### config.mk
export PLATFORM = sky130hd
export DESIGN_NAME = treadmill_position_speed_command_flat
export DESIGN_NICKNAME = d
export VERILOG_FILES = /design/src/sv/tpsc_pkg.sv /design/src/sv/tpsc_pose_if.sv /design/src/sv/tpsc_cmd_if.sv /design/src/sv/treadmill_position_speed_command.sv /design/src/flat_wrapper.sv
export SDC_FILE = /design/constraint.sdc
export NUM_CORES = 1
export LEC_CHECK = 0
export BUFFER_PORTS_ARGS = -buffer_cell sky130_fd_sc_hd__buf_2
export CORE_UTILIZATION = 45
export DETAILED_ROUTE_END_ITERATION = 7
export SETUP_SLACK_MARGIN = 0.3
export SLEW_MARGIN = 30
export SYNTH_ARGS = -nofsm -noshare
export SYNTH_HDL_FRONTEND = slang
export SYNTH_SLANG_ARGS = --single-unit
### constraint.sdc
create_clock -name clk -period 52 [get_ports clk]
set_input_delay 5.2 -clock clk [delete_from_list [all_inputs] [get_ports clk]]
set_output_delay 5.2 -clock clk [all_outputs]
set_load 0.02 [all_outputs]
### src/sv/tpsc_pkg.sv
// shared types and constants for the treadmill position/speed command block
// no dependencies; used by the channel interfaces and the top level
`default_nettype none

package tpsc_pkg;

	typedef logic signed [13:0] pos_t;
	typedef logic [12:0] depth_t;
	typedef logic [11:0] limit_t;
	typedef logic [15:0] pwm_t;
	typedef logic [7:0] byte_t;
	typedef logic signed [31:0] vel_t;

	// register indexes of the configuration port
	typedef logic [2:0] reg_idx_t;
	localparam reg_idx_t REG_HOME_DISTANCE = 3'd0;
	localparam reg_idx_t REG_SIDE_LIMIT = 3'd1;
	localparam reg_idx_t REG_DEPTH_LIMIT = 3'd2;
	localparam reg_idx_t REG_DEAD_BAND = 3'd3;
	localparam reg_idx_t REG_MIN_PWM = 3'd4;
	localparam int CFG_DATA_W = 16;

	localparam depth_t HOME_DISTANCE_RST = 13'd2700;
	localparam limit_t SIDE_LIMIT_RST = 12'd270;
	localparam limit_t DEPTH_LIMIT_RST = 12'd650;
	localparam limit_t DEAD_BAND_RST = 12'd135;
	localparam pwm_t MIN_PWM_RST = 16'd4000;

	typedef enum logic [1:0] {
		SIGN_NONE = 2'd0,
		SIGN_POS = 2'd1,
		SIGN_NEG = 2'd2
	} sign_t;

	// frame codes on the serial link
	localparam byte_t FRAME_SPEED = 8'd1;
	localparam byte_t FRAME_DIR = 8'd2;
	localparam byte_t DIR_FWD = 8'd2;
	localparam byte_t DIR_BACK = 8'd1;
	localparam byte_t BYTE_ZERO = 8'd0;

	// velocity is carried as 64x the speed in 1/5000 m/s
	localparam depth_t LIN_LIMIT = 13'd400;
	localparam vel_t LIN_GAIN = 32'sd6000;
	localparam vel_t CREEP_V64 = 32'sd3200;
	localparam vel_t OFFSET_V64 = 32'sd160000;

	localparam int FRAME_BYTES = 5;
	typedef logic [2:0] byte_idx_t;
	localparam byte_idx_t IDX_LAST_SHORT = 3'd2;
	localparam byte_idx_t IDX_LAST_LONG = 3'd4;

endpackage

`default_nettype wire

### src/sv/tpsc_pose_if.sv
// valid/ready channel carrying one torso position sample
// depends on tpsc_pkg
`default_nettype none

interface tpsc_pose_if;
	logic valid;
	logic ready;
	tpsc_pkg::pos_t torso_x_mm;
	tpsc_pkg::pos_t torso_y_mm;
	tpsc_pkg::depth_t torso_z_mm;

	modport source (output valid, output torso_x_mm, output torso_y_mm, output torso_z_mm,
		input ready);
	modport sink (input valid, input torso_x_mm, input torso_y_mm, input torso_z_mm,
		output ready);
endinterface

`default_nettype wire

### src/sv/tpsc_cmd_if.sv
// valid/ready channel carrying one serial command byte
// depends on tpsc_pkg
`default_nettype none

interface tpsc_cmd_if;
	logic valid;
	logic ready;
	tpsc_pkg::byte_t tx_byte;
	logic last_byte;

	modport source (output valid, output tx_byte, output last_byte, input ready);
	modport sink (input valid, input tx_byte, input last_byte, output ready);
endinterface

`default_nettype wire

### src/sv/treadmill_position_speed_command.sv
// treadmill speed command: torso sample in, serial command bytes out
// depends on tpsc_pkg, tpsc_pose_if, tpsc_cmd_if
//
//  port    dir  beat                                   handshake
//  pose    in   torso_x_mm, torso_y_mm, torso_z_mm     valid/ready
//  cmd     out  tx_byte, last_byte                     valid/ready
//  cfg     in   cfg_index, cfg_data                    cfg_we, no back-pressure
//
// a pose beat lands in the input register; combinational logic builds the
// whole frame (3 or 5 bytes) into the frame register, which then sends one byte
// per cycle while cmd.ready is high; the input register takes the next sample
// while the current frame drains
// arst_n clears valids, the sign memory and the configuration to defaults
`default_nettype none

module treadmill_position_speed_command (
	input wire logic clk,
	input wire logic arst_n,
	input wire logic cfg_we,
	input wire tpsc_pkg::reg_idx_t cfg_index,
	input wire logic [tpsc_pkg::CFG_DATA_W-1:0] cfg_data,
	tpsc_pose_if.sink pose,
	tpsc_cmd_if.source cmd
);

	// configuration
	tpsc_pkg::depth_t home_q;
	tpsc_pkg::limit_t side_q;
	tpsc_pkg::limit_t depth_q;
	tpsc_pkg::limit_t dead_q;
	tpsc_pkg::pwm_t min_pwm_q;

	// input stage
	logic valid_s1;
	tpsc_pkg::pos_t x_s1;
	tpsc_pkg::pos_t y_s1;
	tpsc_pkg::depth_t z_s1;

	// frame register and sign memory
	tpsc_pkg::sign_t sign_q;
	logic fvalid_q;
	logic long_q;
	tpsc_pkg::byte_idx_t idx_q;
	tpsc_pkg::byte_t bytes_q [tpsc_pkg::FRAME_BYTES];

	logic take, at_last, load;

	// frame logic
	logic signed [13:0] d;
	tpsc_pkg::depth_t ad;
	logic signed [27:0] prod;
	tpsc_pkg::vel_t prod_ext, v_lin, v_quad, v_raw, v64, vs, vs_abs, sum, w;
	logic [13:0] x_abs;
	logic outside, in_dead, send_dir;
	tpsc_pkg::pwm_t pwm_sat, pwm;
	tpsc_pkg::sign_t sign_next;
	tpsc_pkg::byte_t frame [tpsc_pkg::FRAME_BYTES];
	logic frame_long;

	always_ff @(posedge clk or negedge arst_n) begin
		if (!arst_n) begin
			home_q <= tpsc_pkg::HOME_DISTANCE_RST;
			side_q <= tpsc_pkg::SIDE_LIMIT_RST;
			depth_q <= tpsc_pkg::DEPTH_LIMIT_RST;
			dead_q <= tpsc_pkg::DEAD_BAND_RST;
			min_pwm_q <= tpsc_pkg::MIN_PWM_RST;
		end else if (cfg_we) begin
			case (cfg_index)
				tpsc_pkg::REG_HOME_DISTANCE: home_q <= cfg_data[12:0];
				tpsc_pkg::REG_SIDE_LIMIT: side_q <= cfg_data[11:0];
				tpsc_pkg::REG_DEPTH_LIMIT: depth_q <= cfg_data[11:0];
				tpsc_pkg::REG_DEAD_BAND: dead_q <= cfg_data[11:0];
				tpsc_pkg::REG_MIN_PWM: min_pwm_q <= cfg_data;
				default: ;
			endcase
		end
	end

	assign take = fvalid_q && cmd.ready;
	assign at_last = long_q ? (idx_q == tpsc_pkg::IDX_LAST_LONG)
		: (idx_q == tpsc_pkg::IDX_LAST_SHORT);
	assign load = valid_s1 && (!fvalid_q || (take && at_last));
	assign pose.ready = !valid_s1 || load;

	always_ff @(posedge clk or negedge arst_n) begin
		if (!arst_n) begin
			valid_s1 <= 1'b0;
		end else if (pose.valid && pose.ready) begin
			valid_s1 <= 1'b1;
		end else if (load) begin
			valid_s1 <= 1'b0;
		end
	end

	always_ff @(posedge clk) begin
		if (pose.valid && pose.ready) begin
			x_s1 <= pose.torso_x_mm;
			y_s1 <= pose.torso_y_mm;
			z_s1 <= pose.torso_z_mm;
		end
	end

	always_comb begin
		d = $signed({1'b0, home_q}) - $signed({1'b0, z_s1});
		ad = d[13] ? 13'(-d) : 13'(d);
		prod = d * $signed({1'b0, ad});
		prod_ext = 32'(prod);
		v_quad = (prod_ext <<< 4) - prod_ext;
		v_lin = 32'(32'(d) * tpsc_pkg::LIN_GAIN);
		v_raw = (ad <= tpsc_pkg::LIN_LIMIT) ? v_lin : v_quad;

		// a sign reversal is softened to a creep in the new direction
		v64 = v_raw;
		if (sign_q == tpsc_pkg::SIGN_NEG && v_raw > 0) begin
			v64 = tpsc_pkg::CREEP_V64;
		end else if (sign_q == tpsc_pkg::SIGN_POS && v_raw < 0) begin
			v64 = -tpsc_pkg::CREEP_V64;
		end

		if (v64 > 0) begin
			sign_next = tpsc_pkg::SIGN_POS;
		end else if (v64 < 0) begin
			sign_next = tpsc_pkg::SIGN_NEG;
		end else begin
			sign_next = tpsc_pkg::SIGN_NONE;
		end

		x_abs = x_s1[13] ? 14'(-x_s1) : 14'(x_s1);
		outside = (x_abs > {2'b00, side_q}) || (ad > {1'b0, depth_q}) || y_s1[13];
		in_dead = ad < {1'b0, dead_q};

		if (!in_dead) begin
			vs = v64;
		end else if (sign_q == tpsc_pkg::SIGN_NEG) begin
			vs = -tpsc_pkg::CREEP_V64;
		end else begin
			vs = tpsc_pkg::CREEP_V64;
		end

		vs_abs = vs[31] ? -vs : vs;
		send_dir = vs_abs > tpsc_pkg::CREEP_V64;

		sum = vs + tpsc_pkg::OFFSET_V64;
		w = sum[31] ? -sum : sum;
		pwm_sat = (|w[30:22]) ? '1 : w[21:6];
		pwm = (pwm_sat < min_pwm_q) ? min_pwm_q : pwm_sat;

		for (int i = 0; i < tpsc_pkg::FRAME_BYTES; i++) begin
			frame[i] = tpsc_pkg::BYTE_ZERO;
		end
		frame_long = 1'b0;
		if (outside) begin
			frame[0] = tpsc_pkg::FRAME_SPEED;
		end else if (send_dir) begin
			frame_long = 1'b1;
			frame[0] = tpsc_pkg::FRAME_DIR;
			frame[1] = vs[31] ? tpsc_pkg::DIR_BACK : tpsc_pkg::DIR_FWD;
			frame[2] = tpsc_pkg::FRAME_SPEED;
			frame[3] = pwm[15:8];
			frame[4] = pwm[7:0];
		end else begin
			frame[0] = tpsc_pkg::FRAME_SPEED;
			frame[1] = pwm[15:8];
			frame[2] = pwm[7:0];
		end
	end

	always_ff @(posedge clk or negedge arst_n) begin
		if (!arst_n) begin
			sign_q <= tpsc_pkg::SIGN_NONE;
			fvalid_q <= 1'b0;
			idx_q <= '0;
			long_q <= 1'b0;
		end else if (load) begin
			sign_q <= sign_next;
			fvalid_q <= 1'b1;
			idx_q <= '0;
			long_q <= frame_long;
		end else if (take) begin
			if (at_last) begin
				fvalid_q <= 1'b0;
			end else begin
				idx_q <= idx_q + 3'd1;
			end
		end
	end

	always_ff @(posedge clk) begin
		if (load) begin
			bytes_q <= frame;
		end
	end

	assign cmd.valid = fvalid_q;
	assign cmd.tx_byte = bytes_q[idx_q];
	assign cmd.last_byte = at_last;

endmodule

`default_nettype wire

### src/flat_wrapper.sv
// flat-port wrapper written by rule: the top's interface ports become plain ports
module treadmill_position_speed_command_flat 
  (clk, arst_n, cfg_we, cfg_index, cfg_data, pose_valid, pose_torso_x_mm, pose_torso_y_mm, pose_torso_z_mm, pose_ready, cmd_valid, cmd_tx_byte, cmd_last_byte, cmd_ready);
  tpsc_pose_if pose_i ();
  tpsc_cmd_if cmd_i ();
  input wire logic clk;
  input wire logic arst_n;
  input wire logic cfg_we;
  input wire tpsc_pkg::reg_idx_t cfg_index;
  input wire logic [tpsc_pkg::CFG_DATA_W-1:0] cfg_data;
  input wire logic [$bits(pose_i.valid)-1:0] pose_valid;
  input wire logic [$bits(pose_i.torso_x_mm)-1:0] pose_torso_x_mm;
  input wire logic [$bits(pose_i.torso_y_mm)-1:0] pose_torso_y_mm;
  input wire logic [$bits(pose_i.torso_z_mm)-1:0] pose_torso_z_mm;
  output wire logic [$bits(pose_i.ready)-1:0] pose_ready;
  output wire logic [$bits(cmd_i.valid)-1:0] cmd_valid;
  output wire logic [$bits(cmd_i.tx_byte)-1:0] cmd_tx_byte;
  output wire logic [$bits(cmd_i.last_byte)-1:0] cmd_last_byte;
  input wire logic [$bits(cmd_i.ready)-1:0] cmd_ready;
  assign pose_i.valid = pose_valid;
  assign pose_i.torso_x_mm = pose_torso_x_mm;
  assign pose_i.torso_y_mm = pose_torso_y_mm;
  assign pose_i.torso_z_mm = pose_torso_z_mm;
  assign pose_ready = pose_i.ready;
  assign cmd_valid = cmd_i.valid;
  assign cmd_tx_byte = cmd_i.tx_byte;
  assign cmd_last_byte = cmd_i.last_byte;
  assign cmd_i.ready = cmd_ready;
  treadmill_position_speed_command u_core (.clk(clk), .arst_n(arst_n), .cfg_we(cfg_we), .cfg_index(cfg_index), .cfg_data(cfg_data), .pose(pose_i), .cmd(cmd_i));
endmodule
* Word-level counts from Yosys, hierarchy flattened
Index checks and enable logic that the tools add are counted.
** Word-level totals
- Output and inout port bits :: 11
- Bits in writable memories :: 0
- Memories kept :: 0
- Bits in read-only memories :: 0
- Register bits :: 154
- Logic and storage cells :: 106
- Bits of input ports :: 65
- Latch bits :: 0
** Cells by class
- $add $sub $neg :: 8
- Shift-type cells :: 0
- Equality and inequality tests :: 9
- Multiply operators :: 2
- Bitwise operators :: 2
- Reductions and logical operators :: 26
- Multiplexer cells :: 29
- Divide/modulo/power cells :: 0
- Order comparisons :: 11
** Operators by type and width (count)
- 32-bit 2-to-1 mux :: 6
- 32-bit by 1-bit greater-than comparator with 1-bit output, second input constant :: 2
- 32-bit by 1-bit < comparator with 1-bit output, second input constant :: 2
- 32-bit by 19-bit adder with 32-bit output, second input constant :: 1
- 32-bit by 13-bit greater-than comparator with 1-bit output, second input constant :: 1
- 16-bit 2-to-1 mux :: 2
- 32-bit negation :: 1
- 32-bit by 28-bit subtractor with 32-bit output :: 1
- 31-bit 2-to-1 mux :: 1
- 31-bit negation :: 1
- 14-bit by 14-bit multiplier with 28-bit output :: 1
- 8-bit binary-select mux with 3-bit select :: 1
- 14-bit by 10-bit multiplier with 24-bit output, second input constant :: 1
- 18-bit 2-to-1 mux :: 1
- 16-bit < comparator :: 1
- 8-bit 2-to-1 mux :: 2
- 14-bit by 12-bit greater-than comparator with 1-bit output :: 1
- 14-bit 2-to-1 mux :: 1
- 14-bit negation :: 1
- 2-bit AND reduction :: 7
- 13-bit by 13-bit subtractor with 14-bit output :: 1
- 13-bit by 12-bit greater-than comparator with 1-bit output :: 1
- 13-bit by 9-bit <= comparator with 1-bit output, second input constant :: 1
- 13-bit by 12-bit < comparator with 1-bit output :: 1
- other kinds (22) :: 48

* Longest topological paths before layout
Gate-level depths: netlist of run 1.
- Depth in word-level cells :: 19
- Gate-level depth with buffers :: 89
- Gate-level depth less buffers :: 82

* Worst setup path before layout of run 1
Ideal clock, no wire load.
- Path kind :: register to register
- Start :: register u_core.z_s1[0]
- End :: register u_core.bytes_q[0] (netlist bit) (data pin)
- Setup time :: 272 ps
- Required time :: 51728 ps
- Stages on the path, launching flop included :: 86
- Arrival time :: 18508 ps
- Clock period less this slack :: 18780 ps
- Buffers on the path :: 9
- Setup slack :: 33220 ps
- Cell sequence :: edfxtp_1 -> ha_1 -> fa_1 -> nand2b_1 -> a21oi_1 -> nor2_1 -> nor2_1 -> clkinv_1 -> ha_1 -> and3_1 -> and2_1 -> clkbuf_1 -> or3_1 -> nand2_1 -> clkbuf_1 -> nand2_1 -> fa_1 -> inv_1 -> (+50 left out) -> or4b_1 -> o211ai_2 -> and4_1 -> buf_2 -> buf_2 -> nand2_1 -> ha_1 -> a21oi_1 -> nor2b_1 -> o21ai_0 -> nand2b_1 -> nor2_1 -> nand3_1 -> nor4_1 -> a21boi_2 -> nor2_4 -> buf_2 -> a211oi_1
** On the way
- Word-level cells in the longest chain between the ends :: 18
- Elaborated cells between the ends (all ways) :: 31
- Classes of those cells :: add/sub (6); mul (2); order compare (7); mux (9); bitwise (1); reduce/logical (6)
** Ends and longest elaborated chain
- start, declared :: RTL line treadmill_position_speed_command.sv:37 : tpsc_pkg::depth_t z_s1;
- start signal, assigned :: RTL line treadmill_position_speed_command.sv:99 : z_s1 <= pose.torso_z_mm;
- 13-bit by 13-bit subtractor with 14-bit output (*) :: RTL line treadmill_position_speed_command.sv:104 : d = $signed({1'b0, home_q}) - $signed({1'b0, z_s1});
- 13-bit negation :: RTL line treadmill_position_speed_command.sv:105 : ad = d[13] ? 13'(-d) : 13'(d);
- 13-bit 2-to-1 mux :: RTL line treadmill_position_speed_command.sv:105
- 14-bit by 14-bit multiplier with 28-bit output :: RTL line treadmill_position_speed_command.sv:106 : prod = d * $signed({1'b0, ad});
- 32-bit by 28-bit subtractor with 32-bit output :: RTL line treadmill_position_speed_command.sv:108 : v_quad = (prod_ext <<< 4) - prod_ext;
- 32-bit 2-to-1 mux :: RTL line treadmill_position_speed_command.sv:110 : v_raw = (ad <= tpsc_pkg::LIN_LIMIT) ? v_lin : v_quad;
- 32-bit by 1-bit < comparator with 1-bit output :: RTL line treadmill_position_speed_command.sv:116 : end else if (sign_q == tpsc_pkg::SIGN_POS && v_raw < 0) begin
- 1-bit logical AND :: RTL line treadmill_position_speed_command.sv:116
- (+2 left out)
- 32-bit 2-to-1 mux :: RTL line treadmill_position_speed_command.sv:132 : if (!in_dead) begin
- 32-bit by 19-bit adder with 32-bit output :: RTL line treadmill_position_speed_command.sv:143 : sum = vs + tpsc_pkg::OFFSET_V64;
- 31-bit negation :: RTL line treadmill_position_speed_command.sv:144 : w = sum[31] ? -sum : sum;
- 31-bit 2-to-1 mux :: RTL line treadmill_position_speed_command.sv:144
- 9-bit OR reduction :: RTL line treadmill_position_speed_command.sv:145 : pwm_sat = (|w[30:22]) ? '1 : w[21:6];
- 16-bit 2-to-1 mux :: RTL line treadmill_position_speed_command.sv:145
- 16-bit < comparator :: RTL line treadmill_position_speed_command.sv:146 : pwm = (pwm_sat < min_pwm_q) ? min_pwm_q : pwm_sat;
- 16-bit 2-to-1 mux :: RTL line treadmill_position_speed_command.sv:146
- end signal, assigned :: RTL line treadmill_position_speed_command.sv:190 : bytes_q <= frame;
- end, declared :: RTL line treadmill_position_speed_command.sv:44 : tpsc_pkg::byte_t bytes_q [tpsc_pkg::FRAME_BYTES];
Mark *: on every way between the ends. The rest lies on a longest branch, timed or not.
A chain may end at the register's enable or synchronous reset.

* Worst setup path after layout of run 1
- Start :: register u_core.z_s1[0]
- End :: register u_core.bytes_q[16] (netlist bit) (data pin)
** On the way
- Word-level cells in the longest chain between the ends :: 19
- Elaborated cells between the ends (all ways) :: 30
- Classes of those cells :: add/sub (6); mul (2); order compare (7); mux (10); reduce/logical (5)
** Ends and longest elaborated chain
- 13-bit by 13-bit subtractor with 14-bit output (*) :: RTL line treadmill_position_speed_command.sv:104
- 13-bit negation :: RTL line treadmill_position_speed_command.sv:105
- 13-bit 2-to-1 mux :: RTL line treadmill_position_speed_command.sv:105
- 14-bit by 14-bit multiplier with 28-bit output :: RTL line treadmill_position_speed_command.sv:106
- 32-bit by 28-bit subtractor with 32-bit output :: RTL line treadmill_position_speed_command.sv:108
- 32-bit 2-to-1 mux :: RTL line treadmill_position_speed_command.sv:110
- 32-bit by 1-bit < comparator with 1-bit output :: RTL line treadmill_position_speed_command.sv:116
- 1-bit logical AND :: RTL line treadmill_position_speed_command.sv:116
- (+3 left out)
- 32-bit by 19-bit adder with 32-bit output :: RTL line treadmill_position_speed_command.sv:143
- 31-bit negation :: RTL line treadmill_position_speed_command.sv:144
- 31-bit 2-to-1 mux :: RTL line treadmill_position_speed_command.sv:144
- 9-bit OR reduction :: RTL line treadmill_position_speed_command.sv:145
- 16-bit 2-to-1 mux :: RTL line treadmill_position_speed_command.sv:145
- 16-bit < comparator :: RTL line treadmill_position_speed_command.sv:146
- 16-bit 2-to-1 mux :: RTL line treadmill_position_speed_command.sv:146
- 18-bit 2-to-1 mux :: RTL line treadmill_position_speed_command.sv:154 : end else if (send_dir) begin
Marks and branches as above.

==> metrics.md, run 1 <==
| Metric | Value |
|---|---|
| Yosys reg bits | between 100 and 150 |
| Final Max Slew Viols | 0 |
| Routed met2 length | 32.9 mm |
| Critical Path Max Stage Delay | 890 ps |
| EDFF count, synth | 62 |
| CP Data Required Time | 52220 ps |
| Worst path most repeated cell | inv_1 |
| Initial Utilization | roughly 46% |
| Setup crit end kind | flop |
| Setup Skew | 14.8 ps |
| First-pass GRT wire length | about 110 mm |
| Crit Path Class | flop to flop |
| Worst Path Max Fanout | 31 |
| Min cycle time layout | 22800 ps |
| Die area | 55100 µm² |
| Routed met3 length | approximately 3.7 mm |
| Worst-case hold slack | around 500 ps |
| Ys flop type | edfxtp_1 |
| DR vias | about 21000 |
| Largest net degree at the start of global routing | 74 |
| Synthesized instance count | approximately 2900 |
| Crit path DAT | about 23000 ps |
| Synth area leaders | fa_1 (20%), ha_1 (13%), edfxtp_1 (7.6%) |
| Fmax | 0.0439 GHz |
| Final core occ | 49.0% |
| Iter 0 DRT Violations | around 1900 |
| Clock Path Buffers | 2 |
| Syn nets | between 3000 and 4000 |
| Worst rel slew slack | 34.3% |
| Clock Tree Root | clkbuf_16 |
| Crit-path slowest cell | and4_1 |
| Post-synth top area share | around a fifth |
| CTS tree | built |
| Die X | 235 µm |
| Synthesized cell area | roughly 24000 µm² |
| Worst skew pair latency | between 400 and 500 ps |
| Total Wirelength | between 70 and 80 mm |
| Fin. Hold Viols | 0 |
| Synth cell types | 100 |
| Synthesized area per cell | around 8.4 µm² |
| Initial antenna violation count | 1 |
| Remaining global-route overflow | 0 |
| Cell row count | 84 |
| Core area | around 53000 µm² |
| Synth Warn # | 0 |
| Routed wire length per instance | 19.9 µm |
| Gpl congestion | 0.973 |
| Final instance area | around 26000 µm² |
| Highest Signal Layer | met5 |
| Slew @ Worst Pin | 986 ps |
| Number of global-route vias before repair | 20600 |
| GRT Total Usage | ~26% |
| Ports | 76 |
| CTS sink cnt | 135 |
| Unrepaired setup endpoints after global routing | no |
| Pre-Repair DR Iteration Count | 7 |
| Layout cell share with drive strength beyond 1 | roughly 8.4% |
| Hold buffers post-CTS | 0 |
| Die H | ~230 µm |
| Max Cap Viol | 0 |
| Final setup TNS | 0 ps |
| Port Buffers | between 60 and 70 |
| FFs w/ async S/R, synth | between 50% and 60% |
| Crit start category | flop |
| Sequential cell area fraction in the yosys report | between 10% and 20% |
| Count leader, synth | inv_1 |
| CTS resizes | 0 |
| Cts bufs inserted | 17 |
| Final HPWL DP | around 58 mm |
| Drt drc | 0 |
| Setup violations, final | 0 |
| Drt via density | approximately 6 |
| Fill count | ~5000 |
| Final ANT Viol Nets | 0 |
| H-tree levels | 4 |
| Met1 wire length | ~33 mm |
| Outcome | finished, final reports clean |
| Post-CTS Setup Inserts | 0 |
| Post-synth top area cell | fa_1 |
| Nets | ~3500 |
| Worst Hold Class | flop to flop |
| Synth-to-Final Area Change | 6.59% |
| CTS clk-pin slew, worst paths | approximately 70 ps |
| Final period util | between 40 and 50% |
| Placed Area | approximately 25000 µm² |
| Antenna diodes | 0 |
| Most frequent cells after synthesis | inv_1 (429), nand2_1 (303), fa_1 (247) |
-- per-stage QoR --
stage          std cells  setup WS (ps)
6_report            3602          29200
5_1_grt             3602          28070
4_1_cts             3602          29620
3_5_place_dp        3570          29700
3_3_place_gp        3570          30130
2_1_floorplan       2893          33220
-- final timing paths --
path                       cells after the start                               end                    startpoint  slack, ps
max                                           79  u_core.bytes_q[16]$_SDFFCE_PP0P_      u_core.z_s1[0]$_DFFE_PP_      29200
min reg2reg                                    1      u_core.dead_q[9]$_DFFE_PN0P_  u_core.dead_q[9]$_DFFE_PN0P_        510
min                                            1      u_core.dead_q[9]$_DFFE_PN0P_  u_core.dead_q[9]$_DFFE_PN0P_        510
max reg2reg                                   79  u_core.bytes_q[16]$_SDFFCE_PP0P_      u_core.z_s1[0]$_DFFE_PP_      29200
max in group asynchronous                      1      u_core.dead_q[9]$_DFFE_PN0P_                        arst_n      46720
min in group asynchronous                      1   u_core.min_pwm_q[0]$_DFFE_PN0P_                        arst_n       4760
-- state kept, by name, indices dropped and copies added (netlist names) --
name,cells
u_core.bytes_q,34
u_core.cmd.valid,1
u_core.dead_q,12
u_core.depth_q,12
u_core.home_q,13
u_core.idx_q,3
u_core.long_q,1
u_core.min_pwm_q,16
u_core.side_q,12
u_core.sign_q,2
u_core.valid_s1,1
u_core.x_s1,14
u_core.y_s1,1
u_core.z_s1,13
-- worst max-delay path: cells and delay by family (launching register included) --
family,cells,cell delay (ps)
AO/OA/AOI/OAI,26,7290
AND/OR/NAND/NOR,23,5920
multiplexers,2,570
flip-flops,1,390
XOR/XNOR,4,990
buffers and inverters,11,2090
adder cells (fa/ha/maj),13,5260
-- routing by layer --
layer,vias to the layer above,global-route usage (%)
li1,9937,-
met1,10400,37.1
met2,662,42.0
met3,84,2.56
met4,2,6.18
met5,-,0
-- kinds of logic after synthesis --
logic type / share of synthesized area [%]
buffers and inverters: 8.61
AND/OR/NAND/NOR: 17.1
AO/OA/AOI/OAI: 17.7
adder cells (fa/ha/maj): 32.8
XOR/XNOR: 5.08
multiplexers: 3.44
flip-flops: 15.3
-- cell usage in the layout (no fill, tap or decap), types with 10 or more instances in the layout --
cell type | netlist | layout
nand2_1 | 303 | 303
buf_4 | 3 | 33
nor3_1 | 55 | 53
o2111ai_1 | 10 | 10
nand2b_1 | 33 | 33
fa_1 | 247 | 247
and4_1 | 12 | 12
mux2i_1 | 29 | 28
or3_1 | 19 | 19
o21ai_0 | 135 | 134
dfrtp_1 | 50 | 50
a21oi_1 | 142 | 139
nor2b_1 | 26 | 26
clkbuf_16 | 0 | 17
and2_1 | 28 | 28
nand3_1 | 59 | 59
nor4_1 | 28 | 28
a31oi_1 | 29 | 29
edfxtp_1 | 62 | 62
xor2_1 | 40 | 40
buf_2 | 10 | 61
inv_1 | 429 | 429
o211a_1 | 16 | 16
and3_1 | 14 | 14
dfstp_2 | 23 | 23
mux2_2 | 42 | 42
a211oi_1 | 50 | 50
nor2_1 | 216 | 216
ha_1 | 244 | 244
o22ai_1 | 11 | 11
o21bai_1 | 17 | 17
a21o_1 | 42 | 42
xnor2_1 | 98 | 97
o21a_1 | 30 | 30
o211ai_1 | 18 | 18
o31ai_1 | 18 | 18
nand4_1 | 25 | 25
-- area by class of cell --
cell class	count	area (µm²)	area share [%]
multi-input cells	2212	18600	71.6
flip-flops and latches	135	3720	14.3
inverters	440	1650	6.37
well taps	688	861	3.32
repair buffers	95	564	2.17
clock buffers	18	429	1.65
clock inverters	14	151	0.583
Power of run 1 is not shown: default switching activity piles up to over one toggle a cycle in this logic, so the estimate is an artifact.
==> run 2: changes to the inputs <==
- clock period: 52 -> 22 ns (I/O delays scaled with it)
==> run 2 against run 1 <==
Effect of this change:
- first-iteration DRC count down 18%
- core utilization up 0.27 points
- via count grew 0.16%
- final cell count is 0.31% higher
- critical path depth rose by 2
- critical endpoint is now u_core.bytes_q[27]$_SDFFCE_PP0P_
==> metrics.md, run 2 (same netlist as run 1, synthesis figures left out) <==
| Metric | Value |
|---|---|
| Worst Path Max Fanout | 14 |
| Biggest regs | u_core.bytes_q: 34 flops, u_core.min_pwm_q: 16 flops, u_core.x_s1: 14 flops |
| Final ANT Viol Nets | 0 |
| Cts bufs inserted | 17 |
| Crit Path Class | flop to flop |
| Met2 Track Usage GR | a little over two fifths |
| GRT Total Usage | between 20% and 30% |
| Final Max Slew Viols | 0 |
| Gpl congestion | between 0.9 and 1 |
| Synth-to-Final Area Change | 7.17% |
| H-tree levels | 4 |
| Die area | between 50000 and 60000 µm² |
| Setup violations, final | 0 |
| Worst skew pair latency | between 400 and 500 ps |
| Met1 GRT Util | ~37% |
| Final period util | 93.2% |
| Nets | ~3500 |
| Drt via density | 5.85 |
| Layout cell share with drive strength beyond 1 | 8.89% |
| CTS resizes | 0 |
| Cell row count | 84 |
| Critical Path Max Stage Delay | around 630 ps |
| Setup crit end kind | flop |
| Fmax | 0.0488 GHz |
| First-pass GRT wire length | between 100 and 150 mm |
| Crit start category | flop |
| Fill count | just over 5000 |
| Pre-Repair DR Iteration Count | 6 |
| Max reg flops | 34 |
| Min cycle time layout | 20490 ps |
| Antenna diodes | 0 |
| Worst path most repeated cell | a21oi_1 |
| Reg with most FFs | u_core.bytes_q |
| Pre-CTS setup slack | about 1600 ps |
| Final setup TNS | 0 ps |
| Initial antenna violation count | 0 |
| Final HPWL DP | just under 60 mm |
| Outcome | finished, final reports clean |
| Remaining global-route overflow | 0 |
| Iter 0 DRT Violations | approximately 1600 |
| Total Wirelength | ~73 mm |
| Slew @ Worst Pin | roughly 1000 ps |
| CTS clk-pin slew, worst paths | 70 ps |
| Crit path DAT | 20710 ps |
| Worst rel slew slack | 32.7% |
| Drt drc | 0 |
| CTS sink cnt | approximately 140 |
| Die X | between 200 and 250 µm |
| Hold buffers post-CTS | 0 |
| Ports | 76 |
| DR vias | around 21000 |
| Largest net degree at the start of global routing | 74 |
| Number of global-route vias before repair | about 21000 |
| Clock Tree Root | clkbuf_16 |
| Initial Utilization | between 40 and 50% |
| Die H | between 200 and 250 µm |
| Fin. Hold Viols | 0 |
| Final core occ | 49.3% |
| Routed wire length per instance | approximately 20 µm |
| Worst Hold Class | flop to flop |
| Clock Path Buffers | 2 |
| CP Data Required Time | 22220 ps |
| Commonest non-fill, non-tap cells in the layout | inv_1 (427), nand2_1 (303), fa_1 (247) |
| Post-CTS Setup Inserts | 0 |
| Max Cap Viol | 0 |
| Met3 Track Usage GR | ~3% |
| Commonest non-fill, non-tap cell in the layout | inv_1 |
| Setup Skew | roughly 14 ps |
| Crit-path slowest cell | a211oi_1 |
| Worst Slack Setup Final | 1510 ps |
| Port Buffers | just over 60 |
| Core area | 53000 µm² |
| Most crowded layer after global routing | met2 |
| CTS tree | built |
| Unrepaired setup endpoints after global routing | no |
run 2: area by class of cell:
| class | count | area, µm² | area share, % |
|---|---|---|---|
| inverters | 440 | 1660 | 6.35 |
| clock inverters | 15 | 183 | 0.700 |
| multi-input cells | 2212 | 18600 | 71.3 |
| flip-flops and latches | 135 | 3720 | 14.2 |
| repair buffers | 106 | 659 | 2.53 |
| clock buffers | 17 | 425 | 1.63 |
| well taps | 688 | 861 | 3.30 |
run 2: per-layer routing:
| metal | vias to the layer above | part of all wire, % |
|---|---|---|
| li1 | 9951 | - |
| met1 | 10400 | 46 |
| met2 | 695 | 45 |
| met3 | 108 | 5.7 |
| met4 | 0 | 2.9 |
| met5 | - | 0 |
run 2: critical path, delay by kind of cell (launching register included):
kind | cells | cell delay, ps
compound gates | 31 | 7050
xor+xnor | 1 | 340
mux | 2 | 630
buf+inv | 11 | 1670
fa+ha+maj | 13 | 4700
simple gates | 23 | 5470
flops | 1 | 370
run 2: final timing paths:
check                                              endpoint                    startpoint  slack (ps)  cells after the start
max                        u_core.bytes_q[27]$_SDFFCE_PP0P_      u_core.z_s1[0]$_DFFE_PP_        1510                     81
max in group asynchronous  u_core.min_pwm_q[12]$_DFFE_PN0P_                        arst_n       19730                      1
max reg2reg                u_core.bytes_q[27]$_SDFFCE_PP0P_      u_core.z_s1[0]$_DFFE_PP_        1510                     81
min reg2reg                    u_core.dead_q[4]$_DFFE_PN0P_  u_core.dead_q[4]$_DFFE_PN0P_         510                      1
min                            u_core.dead_q[4]$_DFFE_PN0P_  u_core.dead_q[4]$_DFFE_PN0P_         510                      1
min in group asynchronous  u_core.min_pwm_q[14]$_DFFE_PN0P_                        arst_n        1780                      1
run 2: metrics by stage:
| step | instances | cell area [µm²] | hold slack (ps) |
|---|---|---|---|
| 2_1_floorplan | 2893 | 24400 | 465 |
| 3_3_place_gp | 3581 | 25500 | 485 |
| 3_5_place_dp | 3581 | 25500 | 495 |
| 4_1_cts | 3613 | 26100 | 511 |
| 5_1_grt | 3613 | 26100 | 518 |
| 6_report | 3613 | 26100 | 510 |
Power of run 2 is left out for the same reason.
==> run 3: changes to the inputs <==
- MAX_ROUTING_LAYER: default -> met4
==> run 3 against run 2 <==
Effect of this change:
- worst setup slack improved by 140 ps
- highest routed layer unchanged
- design area barely moved
- worst hold slack worse by 3.7 ps
- final cell count up 0.14%
- clock skew grew 4.0 ps
- non-clock buffer count up 5
- die area stayed put
==> metrics.md, run 3 (same netlist as run 1, synthesis figures left out) <==
| Metric | Value |
|---|---|
| Port Buffers | between 60 and 70 |
| Clock Path Buffers | 2 |
| Core area | roughly 53000 µm² |
| Final HPWL DP | 59.4 mm |
| Cell row count | 84 |
| Worst rel slew slack | 36.8% |
| Die H | ~230 µm |
| Final period util | between 90% and 100% |
| Post-CTS Setup Inserts | 0 |
| Number of global-route vias before repair | approximately 21000 |
| Drt via density | just under 6 |
| Remaining global-route overflow | 0 |
| Biggest regs | u_core.bytes_q: 34 flops, u_core.min_pwm_q: 16 flops, u_core.x_s1: 14 flops |
| Max reg flops | 34 |
| Largest net degree at the start of global routing | 74 |
| Crit path DAT | roughly 20000 ps |
| Worst path most repeated cell | a21oi_1 |
| Fmax | about 0.05 GHz |
| Commonest non-fill, non-tap cells in the layout | inv_1 (428), nand2_1 (302), fa_1 (247) |
| Cts bufs inserted | 17 |
| Crit start category | flop |
| Hold Crit Start | u_core.dead_q[5]$_DFFE_PN0P_ |
| Commonest non-fill, non-tap cell in the layout | inv_1 |
| Synth-to-Final Area Change | 7.26% |
| CTS sink cnt | between 100 and 150 |
| Outcome | finished, final reports clean |
| Hold buffers post-CTS | 0 |
| Routed wire length per instance | 20.3 µm |
| Worst Path Max Fanout | 13 |
| Clock Tree Root | clkbuf_16 |
| Max Cap Viol | 0 |
| Die X | approximately 230 µm |
| H-tree levels | 4 |
| Total Wirelength | 73.6 mm |
| Nets | 3473 |
| Post-Layout Cell Count | ~3600 |
| Unrepaired setup endpoints after global routing | no |
| First-pass GRT wire length | roughly 120 mm |
| Worst r2r src | u_core.z_s1[0]$_DFFE_PP_ |
| Crit-path slowest cell | fa_1 |
| CTS clk-pin slew, worst paths | approximately 70 ps |
| Placed Cells | around 3600 |
| GRT Total Usage | around 28% |
| DR vias | ~21000 |
| Setup Skew | 17.7 ps |
| CTS resizes | 0 |
| Crit Path Class | flop to flop |
| Pre-Repair DR Iteration Count | 6 |
| Final setup TNS | 0 ps |
| Initial antenna violation count | 0 |
| Final core occ | 49.3% |
| CTS tree | built |
| Worst skew pair latency | between 400 and 500 ps |
| Antenna diodes | 0 |
| Gpl congestion | a little under 1 |
| Final ANT Viol Nets | 0 |
| Critical Path Max Stage Delay | between 700 and 800 ps |
| Ports | 76 |
| Setup violations, final | 0 |
| CP startpoint | u_core.z_s1[0]$_DFFE_PP_ |
| Worst Hold Class | flop to flop |
| Worst-case hold slack | 506 ps |
| Slew @ Worst Pin | 944 ps |
| Die area | 55100 µm² |
| Fin. Hold Viols | 0 |
| Iter 0 DRT Violations | approximately 1500 |
| Initial Utilization | 46.0% |
| Final Max Slew Viols | 0 |
| CP delay by family, top | compound AO/OA/AOI/OAI gates |
| Drt drc | 0 |
| Reg with most FFs | u_core.bytes_q |
| Setup crit end kind | flop |
| Layout cell share with drive strength beyond 1 | 9.04% |
| Min cycle time layout | 20360 ps |
| CP Data Required Time | between 20000 and 25000 ps |
| CP bufs+invs | 8 |
[run 3: layout make-up]
| cell class | instances | area (µm²) |
|---|---|---|
| flip-flops and latches | 135 | 3720 |
| clock inverters | 14 | 159 |
| fillers | 5148 | 26800 |
| well taps | 688 | 861 |
| repair buffers | 111 | 697 |
| inverters | 440 | 1660 |
| clock buffers | 18 | 429 |
| multi-input cells | 2212 | 18600 |
[run 3: layer usage]
| metal | up-vias | track usage (%) | part of all wire [%] |
|---|---|---|---|
| li1 | 9957 | - | - |
| met1 | 10400 | 38.4 | 47 |
| met2 | 630 | 43.0 | 46 |
| met3 | 110 | 2.17 | 4.7 |
| met4 | 0 | 8.01 | 2.9 |
| met5 | - | - | 0 |
[run 3: path summary, 6_finish.rpt]
| check | end | slack [ps] | cells past startpoint |
|---|---|---|---|
| min in group asynchronous | u_core.sign_q[1]$_DFFE_PN0P_ | 1780 | 1 |
| worst min register to register | u_core.dead_q[5]$_DFFE_PN0P_ | 510 | 1 |
| worst max-delay path | u_core.bytes_q[22]$_SDFFCE_PP0P_ | 1640 | 77 |
| max in group asynchronous | u_core.depth_q[11]$_DFFE_PN0P_ | 19700 | 1 |
| worst min-delay path | u_core.dead_q[5]$_DFFE_PN0P_ | 510 | 1 |
| worst max register to register | u_core.bytes_q[22]$_SDFFCE_PP0P_ | 1640 | 77 |
[run 3: worst reg2reg max path, delay by kind of cell, from the launching register on]
kind / cells / cell delay, ps
XOR/XNOR: 1 / 140
AND/OR/NAND/NOR: 21 / 5090
multiplexers: 2 / 520
AO/OA/AOI/OAI: 32 / 7670
buffers and inverters: 8 / 1220
flip-flops: 1 / 380
adder cells (fa/ha/maj): 13 / 5180
[run 3: metrics by stage]
stage | worst slack, ps | cell area [µm²]
2_1_floorplan | 3220 | 24400
3_5_place_dp | 1610 | 25500
4_1_cts | 1530 | 26100
5_1_grt | 394 | 26100
3_3_place_gp | 1990 | 25500
6_report | 1640 | 26100
Power of run 3 is left out for the same reason.
